## config.mk

```make
export PLATFORM = sky130hd
export DESIGN_NAME = arp_resolution_table
export DESIGN_NICKNAME = d
export VERILOG_FILES = /design/src/rtl/core/arp_pkg.sv /design/src/rtl/core/arp_resolution_table.sv /design/src/rtl/core/arp_ctrl.sv /design/src/rtl/core/arp_dp.sv
export SDC_FILE = /design/constraint.sdc
export NUM_CORES = 2
export LEC_CHECK = 0
export BUFFER_PORTS_ARGS = -buffer_cell sky130_fd_sc_hd__buf_2
export CAP_MARGIN = 5
export CORE_MARGIN = 3
export CORE_UTILIZATION = 63
export DETAILED_ROUTE_END_ITERATION = 10
export HOLD_SLACK_MARGIN = 0.05
export PLACE_DENSITY_LB_ADDON = 0.12
export SLEW_MARGIN = 20
export SYNTH_ARGS = -nofsm -noshare
export SYNTH_HDL_FRONTEND = slang
export SYNTH_SLANG_ARGS = --single-unit
```

## constraint.sdc

```tcl
create_clock -name clk -period 11.7 [get_ports clk]
set_clock_uncertainty 0.1 [all_clocks]
set_input_delay 0.585 -clock clk [delete_from_list [all_inputs] [get_ports clk]]
set_output_delay 0.585 -clock clk [all_outputs]
set_load 0.02 [all_outputs]
```

## src/rtl/core/arp_pkg.sv

```systemverilog
package arp_pkg;

	localparam int CACHE_ENTRIES   = 16;
	localparam int PENDING_ENTRIES = 8;
	localparam int PORT_COUNT      = 4;

	localparam int CIDX_W = (CACHE_ENTRIES > 1) ? $clog2(CACHE_ENTRIES) : 1;
	localparam int PIDX_W = (PENDING_ENTRIES > 1) ? $clog2(PENDING_ENTRIES) : 1;
	localparam int CNT_W  = (CIDX_W > PIDX_W) ? CIDX_W : PIDX_W;

	localparam int IP_W   = 32;
	localparam int MAC_W  = 48;
	localparam int PORT_W = 2;
	localparam int TIME_W = 32;
	localparam int LIFE_W = 16;
	localparam int RSND_W = 8;
	localparam int CFG_IDX_W = 1;

	localparam logic [LIFE_W-1:0] LIFETIME_RESET = 16'd15;
	localparam logic [RSND_W-1:0] RESEND_RESET   = 8'd5;
	localparam logic [TIME_W-1:0] SIGN_BIT       = 32'h8000_0000;

	typedef enum logic [1:0] {
		CMD_TICK   = 2'd0,
		CMD_LOOKUP = 2'd1,
		CMD_LEARN  = 2'd2,
		CMD_NONE   = 2'd3
	} item_cmd_t;

	typedef enum logic [CFG_IDX_W-1:0] {
		REG_ENTRY_LIFETIME  = 1'b0,
		REG_RESEND_INTERVAL = 1'b1
	} cfg_reg_t;

	typedef enum logic [2:0] {
		ST_IDLE,
		ST_CSCAN,
		ST_PSCAN,
		ST_UPDATE,
		ST_OUT
	} state_t;

	typedef struct packed {
		logic             load;
		logic             tick;
		logic             scan_cache;
		logic             scan_pend;
		logic             update;
		logic [CNT_W-1:0] idx;
	} dp_ctrl_t;

endpackage

```

## src/rtl/core/arp_resolution_table.sv

```systemverilog
// Channel  Direction  Handshake                Beat contents
// in       input      in_valid / in_stall      cmd, ip_addr, sender_mac, out_port
// out      output     out_valid / out_stall    hit, hit_mac, send_request, request_port,
//                                              release_pending, release_port, pending_full
// cfg      input      cfg_valid / cfg_ready    cfg_index, cfg_data
//
// A tick or an unknown command gives no result and leaves the block idle.
// A lookup or learn shows its result beat after a one-entry-per-cycle scan of the cache table,
// then of the pending table, and then one update.
// An item holds the block, with in_stall high, until its result beat is taken.
// Reset clears the time counter and all valid bits and reloads the configuration defaults.
// While a result beat is stalled, no new input beat is taken.
module arp_resolution_table (
	input  logic                          clk,
	input  logic                          arst_n,
	input  logic                          in_valid,
	output logic                          in_stall,
	input  logic [1:0]                    cmd,
	input  logic [31:0]                   ip_addr,
	input  logic [47:0]                   sender_mac,
	input  logic [1:0]                    out_port,
	output logic                          out_valid,
	input  logic                          out_stall,
	output logic                          hit,
	output logic [47:0]                   hit_mac,
	output logic                          send_request,
	output logic [1:0]                    request_port,
	output logic                          release_pending,
	output logic [1:0]                    release_port,
	output logic                          pending_full,
	input  logic                          cfg_valid,
	output logic                          cfg_ready,
	input  logic [arp_pkg::CFG_IDX_W-1:0] cfg_index,
	input  logic [31:0]                   cfg_data
);
	import arp_pkg::*;

	dp_ctrl_t ctl;

	assign cfg_ready = 1'b1;

	arp_ctrl u_ctrl (
		.clk       (clk),
		.arst_n    (arst_n),
		.in_valid  (in_valid),
		.cmd       (cmd),
		.in_stall  (in_stall),
		.out_valid (out_valid),
		.out_stall (out_stall),
		.ctl       (ctl)
	);

	arp_dp u_dp (
		.clk             (clk),
		.arst_n          (arst_n),
		.ctl             (ctl),
		.cfg_we          (cfg_valid && cfg_ready),
		.cfg_index       (cfg_index),
		.cfg_data        (cfg_data),
		.cmd             (cmd),
		.ip_addr         (ip_addr),
		.sender_mac      (sender_mac),
		.out_port        (out_port),
		.hit             (hit),
		.hit_mac         (hit_mac),
		.send_request    (send_request),
		.request_port    (request_port),
		.release_pending (release_pending),
		.release_port    (release_port),
		.pending_full    (pending_full)
	);

endmodule

```

## src/rtl/core/arp_ctrl.sv

```systemverilog
module arp_ctrl (
	input  logic              clk,
	input  logic              arst_n,
	input  logic              in_valid,
	input  logic [1:0]        cmd,
	output logic              in_stall,
	output logic              out_valid,
	input  logic              out_stall,
	output arp_pkg::dp_ctrl_t ctl
);
	import arp_pkg::*;

	state_t           state_q, state_d;
	logic [CNT_W-1:0] cnt_q;
	logic             accept;
	logic             c_last, p_last;

	assign accept = in_valid && !in_stall;
	assign c_last = (cnt_q == CNT_W'(CACHE_ENTRIES - 1));
	assign p_last = (cnt_q == CNT_W'(PENDING_ENTRIES - 1));

	always_comb begin
		state_d = state_q;
		case (state_q)
			ST_IDLE: begin
				if (accept && (cmd == CMD_LOOKUP || cmd == CMD_LEARN)) state_d = ST_CSCAN;
			end
			ST_CSCAN: begin
				if (c_last) state_d = ST_PSCAN;
			end
			ST_PSCAN: begin
				if (p_last) state_d = ST_UPDATE;
			end
			ST_UPDATE: state_d = ST_OUT;
			ST_OUT: begin
				if (!out_stall) state_d = ST_IDLE;
			end
			default: state_d = ST_IDLE;
		endcase
	end

	always_comb begin
		in_stall       = (state_q != ST_IDLE);
		out_valid      = (state_q == ST_OUT);
		ctl.load       = accept && (cmd == CMD_LOOKUP || cmd == CMD_LEARN);
		ctl.tick       = accept && (cmd == CMD_TICK);
		ctl.scan_cache = (state_q == ST_CSCAN);
		ctl.scan_pend  = (state_q == ST_PSCAN);
		ctl.update     = (state_q == ST_UPDATE);
		ctl.idx        = cnt_q;
	end

	always_ff @(posedge clk or negedge arst_n) begin
		if (!arst_n) begin
			state_q <= ST_IDLE;
			cnt_q   <= '0;
		end else begin
			state_q <= state_d;
			if ((state_q == ST_CSCAN && c_last) || state_q == ST_IDLE) cnt_q <= '0;
			else if (state_q == ST_CSCAN || state_q == ST_PSCAN) cnt_q <= cnt_q + 1'b1;
		end
	end

endmodule

```

## src/rtl/core/arp_dp.sv

```systemverilog
module arp_dp (
	input  logic                         clk,
	input  logic                         arst_n,
	input  arp_pkg::dp_ctrl_t            ctl,
	input  logic                         cfg_we,
	input  logic [arp_pkg::CFG_IDX_W-1:0] cfg_index,
	input  logic [31:0]                  cfg_data,
	input  logic [1:0]                   cmd,
	input  logic [31:0]                  ip_addr,
	input  logic [47:0]                  sender_mac,
	input  logic [1:0]                   out_port,
	output logic                         hit,
	output logic [47:0]                  hit_mac,
	output logic                         send_request,
	output logic [1:0]                   request_port,
	output logic                         release_pending,
	output logic [1:0]                   release_port,
	output logic                         pending_full
);
	import arp_pkg::*;

	logic [LIFE_W-1:0] lifetime_q;
	logic [RSND_W-1:0] resend_q;
	logic [TIME_W-1:0] now_q;

	logic [1:0]        cmd_q;
	logic [IP_W-1:0]   ip_q;
	logic [MAC_W-1:0]  mac_q;
	logic [PORT_W-1:0] port_q;

	logic [CACHE_ENTRIES-1:0] cvalid_q;
	logic [IP_W-1:0]   cip_q  [CACHE_ENTRIES];
	logic [MAC_W-1:0]  cmac_q [CACHE_ENTRIES];
	logic [TIME_W-1:0] cexp_q [CACHE_ENTRIES];

	logic [PENDING_ENTRIES-1:0] pvalid_q;
	logic [IP_W-1:0]   pip_q   [PENDING_ENTRIES];
	logic [PORT_W-1:0] pport_q [PENDING_ENTRIES];
	logic [TIME_W-1:0] plast_q [PENDING_ENTRIES];

	logic              cfound_q, cfree_found_q;
	logic [CIDX_W-1:0] cidx_q, cfree_q, vict_q;
	logic [MAC_W-1:0]  cmac_hit_q;
	logic [TIME_W-1:0] cexp_hit_q, vkey_q;

	logic              pfound_q, pfree_found_q;
	logic [PIDX_W-1:0] pidx_q, pfree_q;
	logic [PORT_W-1:0] pport_hit_q;
	logic [TIME_W-1:0] plast_hit_q;

	logic [CIDX_W-1:0] ci;
	logic [PIDX_W-1:0] pi;
	logic [TIME_W-1:0] ckey, remain, since;
	logic [CIDX_W-1:0] learn_idx;
	logic              port_ok, unexpired, resend_due;

	assign ci         = ctl.idx[CIDX_W-1:0];
	assign pi         = ctl.idx[PIDX_W-1:0];
	assign ckey       = (cexp_q[ci] - now_q) ^ SIGN_BIT;
	assign remain     = cexp_hit_q - now_q;
	assign since      = now_q - plast_hit_q;
	assign port_ok    = ({{(32-PORT_W){1'b0}}, port_q} < 32'(PORT_COUNT));
	assign unexpired  = cfound_q && !remain[TIME_W-1];
	assign resend_due = (since > {{(TIME_W-RSND_W){1'b0}}, resend_q});
	assign learn_idx  = cfound_q ? cidx_q : (cfree_found_q ? cfree_q : vict_q);

	always_ff @(posedge clk or negedge arst_n) begin
		if (!arst_n) begin
			lifetime_q <= LIFETIME_RESET;
			resend_q   <= RESEND_RESET;
			now_q      <= '0;
			cvalid_q   <= '0;
			pvalid_q   <= '0;
		end else begin
			if (cfg_we) begin
				case (cfg_reg_t'(cfg_index))
					REG_ENTRY_LIFETIME:  lifetime_q <= cfg_data[LIFE_W-1:0];
					REG_RESEND_INTERVAL: resend_q   <= cfg_data[RSND_W-1:0];
					default: ;
				endcase
			end
			if (ctl.tick) now_q <= now_q + 1'b1;
			if (ctl.update) begin
				if (cmd_q == CMD_LEARN) begin
					cvalid_q[learn_idx] <= 1'b1;
					if (pfound_q) pvalid_q[pidx_q] <= 1'b0;
				end else if (port_ok && !unexpired && !pfound_q && pfree_found_q) begin
					pvalid_q[pfree_q] <= 1'b1;
				end
			end
		end
	end

	always_ff @(posedge clk) begin
		if (ctl.load) begin
			cmd_q         <= cmd;
			ip_q          <= ip_addr;
			mac_q         <= sender_mac;
			port_q        <= out_port;
			cfound_q      <= 1'b0;
			cfree_found_q <= 1'b0;
			vict_q        <= '0;
			vkey_q        <= '1;
			pfound_q      <= 1'b0;
			pfree_found_q <= 1'b0;
		end
		if (ctl.scan_cache) begin
			if (cvalid_q[ci]) begin
				if (!cfound_q && cip_q[ci] == ip_q) begin
					cfound_q   <= 1'b1;
					cidx_q     <= ci;
					cmac_hit_q <= cmac_q[ci];
					cexp_hit_q <= cexp_q[ci];
				end
				if (ckey < vkey_q) begin
					vkey_q <= ckey;
					vict_q <= ci;
				end
			end else if (!cfree_found_q) begin
				cfree_found_q <= 1'b1;
				cfree_q       <= ci;
			end
		end
		if (ctl.scan_pend) begin
			if (pvalid_q[pi]) begin
				if (!pfound_q && pip_q[pi] == ip_q) begin
					pfound_q    <= 1'b1;
					pidx_q      <= pi;
					pport_hit_q <= pport_q[pi];
					plast_hit_q <= plast_q[pi];
				end
			end else if (!pfree_found_q) begin
				pfree_found_q <= 1'b1;
				pfree_q       <= pi;
			end
		end
		if (ctl.update) begin
			hit             <= 1'b0;
			hit_mac         <= '0;
			send_request    <= 1'b0;
			request_port    <= '0;
			release_pending <= 1'b0;
			release_port    <= '0;
			pending_full    <= 1'b0;
			if (cmd_q == CMD_LEARN) begin
				cip_q[learn_idx]  <= ip_q;
				cmac_q[learn_idx] <= mac_q;
				cexp_q[learn_idx] <= now_q + {{(TIME_W-LIFE_W){1'b0}}, lifetime_q};
				if (pfound_q) begin
					release_pending <= 1'b1;
					release_port    <= pport_hit_q;
				end
			end else if (port_ok) begin
				if (unexpired) begin
					hit     <= 1'b1;
					hit_mac <= cmac_hit_q;
				end else if (pfound_q) begin
					if (resend_due) begin
						plast_q[pidx_q] <= now_q;
						send_request    <= 1'b1;
						request_port    <= pport_hit_q;
					end
				end else if (pfree_found_q) begin
					pip_q[pfree_q]   <= ip_q;
					pport_q[pfree_q] <= port_q;
					plast_q[pfree_q] <= now_q;
					send_request     <= 1'b1;
					request_port     <= port_q;
				end else begin
					pending_full <= 1'b1;
				end
			end
		end
	end

endmodule
```

==> impl_metrics.csv <==
group,metric,value,unit
yosys,ys.flop_type,"edfxtp_1",
sta,setup_violations,0,
final_layout,diodes,0,
yosys,netlist_area,108000,sq um
clocking,cts_sinks,2715,
min_path,hold_start,"cfg_index",
global_routing,antenna_found_initial,2,
floorplanning,core,170000,sq um
sta,hold_viol_final,0,
critical_path,arrival,8790,ps
critical_path,path_class,"reg2reg",
critical_path,crit_fanout,53,
final_layout,multi_input_area,26100,sq um
critical_path,crit_path_start_kind,"flop",
critical_path,r2r_slack,3580,ps
power,vdd_drop_max,0.195,mV
yosys,syn_area_per_cell,20.8,sq um
yosys,yosys.area.top_type,"edfxtp_1",
critical_path,rr_endpoint,"u_dp.vkey_q[27]$_DFF_P_",
critical_path,slowest_stage,"dfrtp_4",
yosys,synth_warnings,0,
yosys,syn_nets,5461,
critical_path,path_cells,"buf_4 > buf_4 > mux4_2 > mux4_2 > ha_1 > a21o_1 > a21o_1 > a21oi_1 > o21ai_0 > a221oi_1 > o21ai_0 > a211oi_1 > o21ai_0 > mux2i_1 > nand2_1 > ha_1 > nand4_1 > o31ai_4 > buf_4 > inv_2 > a21bo_2",
place,routabilityCongestion,0.878,
clocking,h-tree-depth,5,
global_routing,overflow,0,
critical_path,timing.rr.start,"u_ctrl.cnt_q[1]$_DFFE_PN0P_",
floorplanning,die_y,420,um
sta,fin_tns_setup,0,ps
global_routing,grt_max_degree,125,
critical_path,path_buf_inv,4,
sta,tightest_slew,1050,ps
min_path,whs_path_depth,4,
floorplanning,rows,151,
critical_path,worstSetupEndpointType,"flop",
yosys,synth_edf_count,2588,
sta,drv_slew,0,
route,vias,52556,
final_layout,seq_area,80700,sq um
route,drc,0,
route,dr.first_iter.drc_count,5376,
min_path,hold_path_end,"u_dp.lifetime_q[1]$_DFFE_PN1P_",
critical_path,slowest_delay,870,ps
clocking,cts_resized,0,
yosys,yosysSeqAreaShare,0.748,
yosys,synth_top_cell_area_share,0.721,
yosys,syn-instance-count,5186,
yosys,synth_area_leaders,"edfxtp_1, mux4_2, dfrtp_1",
min_path,hp-class,"in2reg",
global_routing,track_usage,0.276,
route,ant_nets,0,
global_routing,grt_first_pass_wirelength,353000,um
sta,rsz0062_at_grt,"no",
sta,setup_ws,3580,ps
floorplanning,ios,181,
critical_path,cp.required,12370,ps
final_layout,fill_cells,9969,
route,wl_per_cell,29.3,um
route,drt-pass1-iter-count,6,
floorplanning,start_util,0.636,
critical_path,cp_top_family,"compound AO/OA/AOI/OAI gates",
clocking,cts_tree,"done",
power,p_per_area,213,nW/um^2
final_layout,nets,5922,
yosys,yosys_register_bits,2715,
sta,finalCriticalPeriod,8120,ps
sta,slew_headroom,0.295,
critical_path,ff2ff_path_depth,21,
sta,timing.fmax,123,MHz
final_layout,layout-drive-gt1-share,0.252,
floorplanning,dieArea,176000,sq um
global_routing,grt_pass1_vias,54063,
clocking,cts.path.max_buffers,4,
yosys,synthArstFlopShare,0.0320,
floorplanning,fp.dieW,420,um
clocking,numCtsBuffers,285,
route,drt_wl_total,237000,um
run_status,status,"complete, no violations",
clocking,clock_latency,920,ps
place,pre_cts_slack,3640,ps
final_layout,synthToLayoutAreaGrowth,12.7,%
sta,final.period_utilization,0.694,
clocking,clk_pin_slew,60,ps
route,vias_per_cell,6.52,
flow_run,cap_violations,0,
clocking,cts_root_buffer,"clkbuf_16",
place,port_buffers,163,
yosys,yosysUniqueCellTypes,80,
place,place_hpwl,117000,um
power,leakage,41.2,nW
[where the power goes]
part           switching (W)  internal, W  leakage, nW
Clock                0.00350      0.00479         4.11
Sequential          0.000231       0.0110         25.6
Combinational        0.00326      0.00311         11.5
[cells in the final DEF (no fill, tap or decap), types with 61 or more instances in the layout]
cell type,instances
buf_4,99
nor2_1,108
nand2_1,194
edfxtp_1,2588
ha_1,150
clkbuf_16,293
xnor2_1,110
dfrtp_1,78
inv_1,137
mux4_2,699
o21ai_0,97
dlygate4sd3_1,103
clkbuf_1,61
a21oi_1,73
clkinv_1,67
buf_2,162
[stage by stage]
step	area [sq um]	cells	hold slack, ps	power [W]	util
after floorplan	108000	5186	189	0.0161	-
after global placement	112000	7474	345	0.0177	0.660
after detailed placement	112000	7474	347	0.0178	0.660
after CTS	121000	8061	61.1	0.0261	0.716
after global routing	122000	8062	200	0.0270	0.717
final	122000	8062	156	0.0259	0.717
[metal layers]
metal	vias up	share of wire	routed length, um	track usage
li1	22232	-	-	-
met1	27726	0.41	97100	0.408
met2	2237	0.49	117000	0.441
met3	361	0.073	17400	0.0437
met4	0	0.022	5250	0.0715
met5	-	0	0	0
[Yosys cell counts (12+ instances only)]
cell type	count
nor3_1	24
buf_1	23
nor4_1	23
o21a_1	22
o21ai_0	97
nand4_1	38
clkbuf_1	119
nor2_1	128
ha_1	150
or2_2	20
nand2b_1	35
and2_1	55
dfrtp_1	81
and3_1	20
nand3_1	47
buf_2	54
mux2i_1	48
or3_1	12
mux2_2	26
xor2_1	39
edfxtp_1	2588
inv_1	139
dfxtp_1	40
a211oi_1	13
mux4_2	699
nor2b_1	18
a31oi_1	29
a21oi_1	73
xnor2_1	127
nand2_1	194
a21o_1	43
[layout make-up]
| type | instances | area share |
|---|---|---|
| sequential | 2715 | 0.664 |
| tap | 2218 | 0.0228 |
| clock buffer | 359 | 0.0628 |
| clock inverter | 125 | 0.00673 |
| timing repair buffer | 383 | 0.0244 |
| inverter | 143 | 0.00454 |
| multi-input combinational | 2119 | 0.215 |
[logic make-up after synthesis]
kind of cell               Yosys count  synth area share
other                                1         0.0000348
AOI/OAI and AO/OA                  374            0.0227
and+or+nand+nor                    651            0.0307
buffers and inverters              352            0.0134
adders and majority gates          153            0.0180
xor gates and xnor gates           166            0.0135
muxes                              774             0.153
DFF                               2715             0.748
[sequential cells by signal, summed over array words and instances, names as in the netlist, 48 cells and up]
signal,cells
u_dp.cexp_q,512
u_dp.mac_q,48
u_dp.cmac_q,768
u_dp.cmac_hit_q,48
u_dp.plast_q,256
u_dp.cip_q,512
u_dp.pip_q,256
u_dp.hit_mac,48
[timing repair]
item / CTS / global route
setup buffers: 0 / 0
hold buffers: 103 / 0
endpoints found under the hold margin: 156 / 0
[worst max path at each step]
stage	startpoint	endpoint	cells past startpoint	slack [ps]
after floorplan	u_ctrl.cnt_q[1]$_DFFE_PN0P_	u_dp.cexp_hit_q[0]$_DFFE_PP_	9	3660
after global placement	u_ctrl.cnt_q[1]$_DFFE_PN0P_	u_dp.vkey_q[28]$_DFF_P_	21	3620
after detailed placement	u_ctrl.cnt_q[1]$_DFFE_PN0P_	u_dp.vkey_q[27]$_DFF_P_	21	3640
after CTS	u_ctrl.cnt_q[1]$_DFFE_PN0P_	u_dp.vkey_q[27]$_DFF_P_	21	3560
after global routing	u_ctrl.cnt_q[1]$_DFFE_PN0P_	u_dp.vkey_q[27]$_DFF_P_	21	3100
final	u_ctrl.cnt_q[1]$_DFFE_PN0P_	u_dp.vkey_q[27]$_DFF_P_	21	3580
[worst reg2reg max path: stages, from the launching register on]
cell and delay, ps:
dfrtp_4 870, buf_4 770, buf_4 710, mux4_2 470
mux4_2 550, ha_1 410, a21o_1 180, a21o_1 170
a21oi_1 220, o21ai_0 140, a221oi_1 310, o21ai_0 190
a211oi_1 470, o21ai_0 180, mux2i_1 220, nand2_1 90
ha_1 290, nand4_1 150, o31ai_4 480, buf_4 520
inv_2 240, a21bo_2 260
No activity file was read; power rests on OpenSTA's default activity.
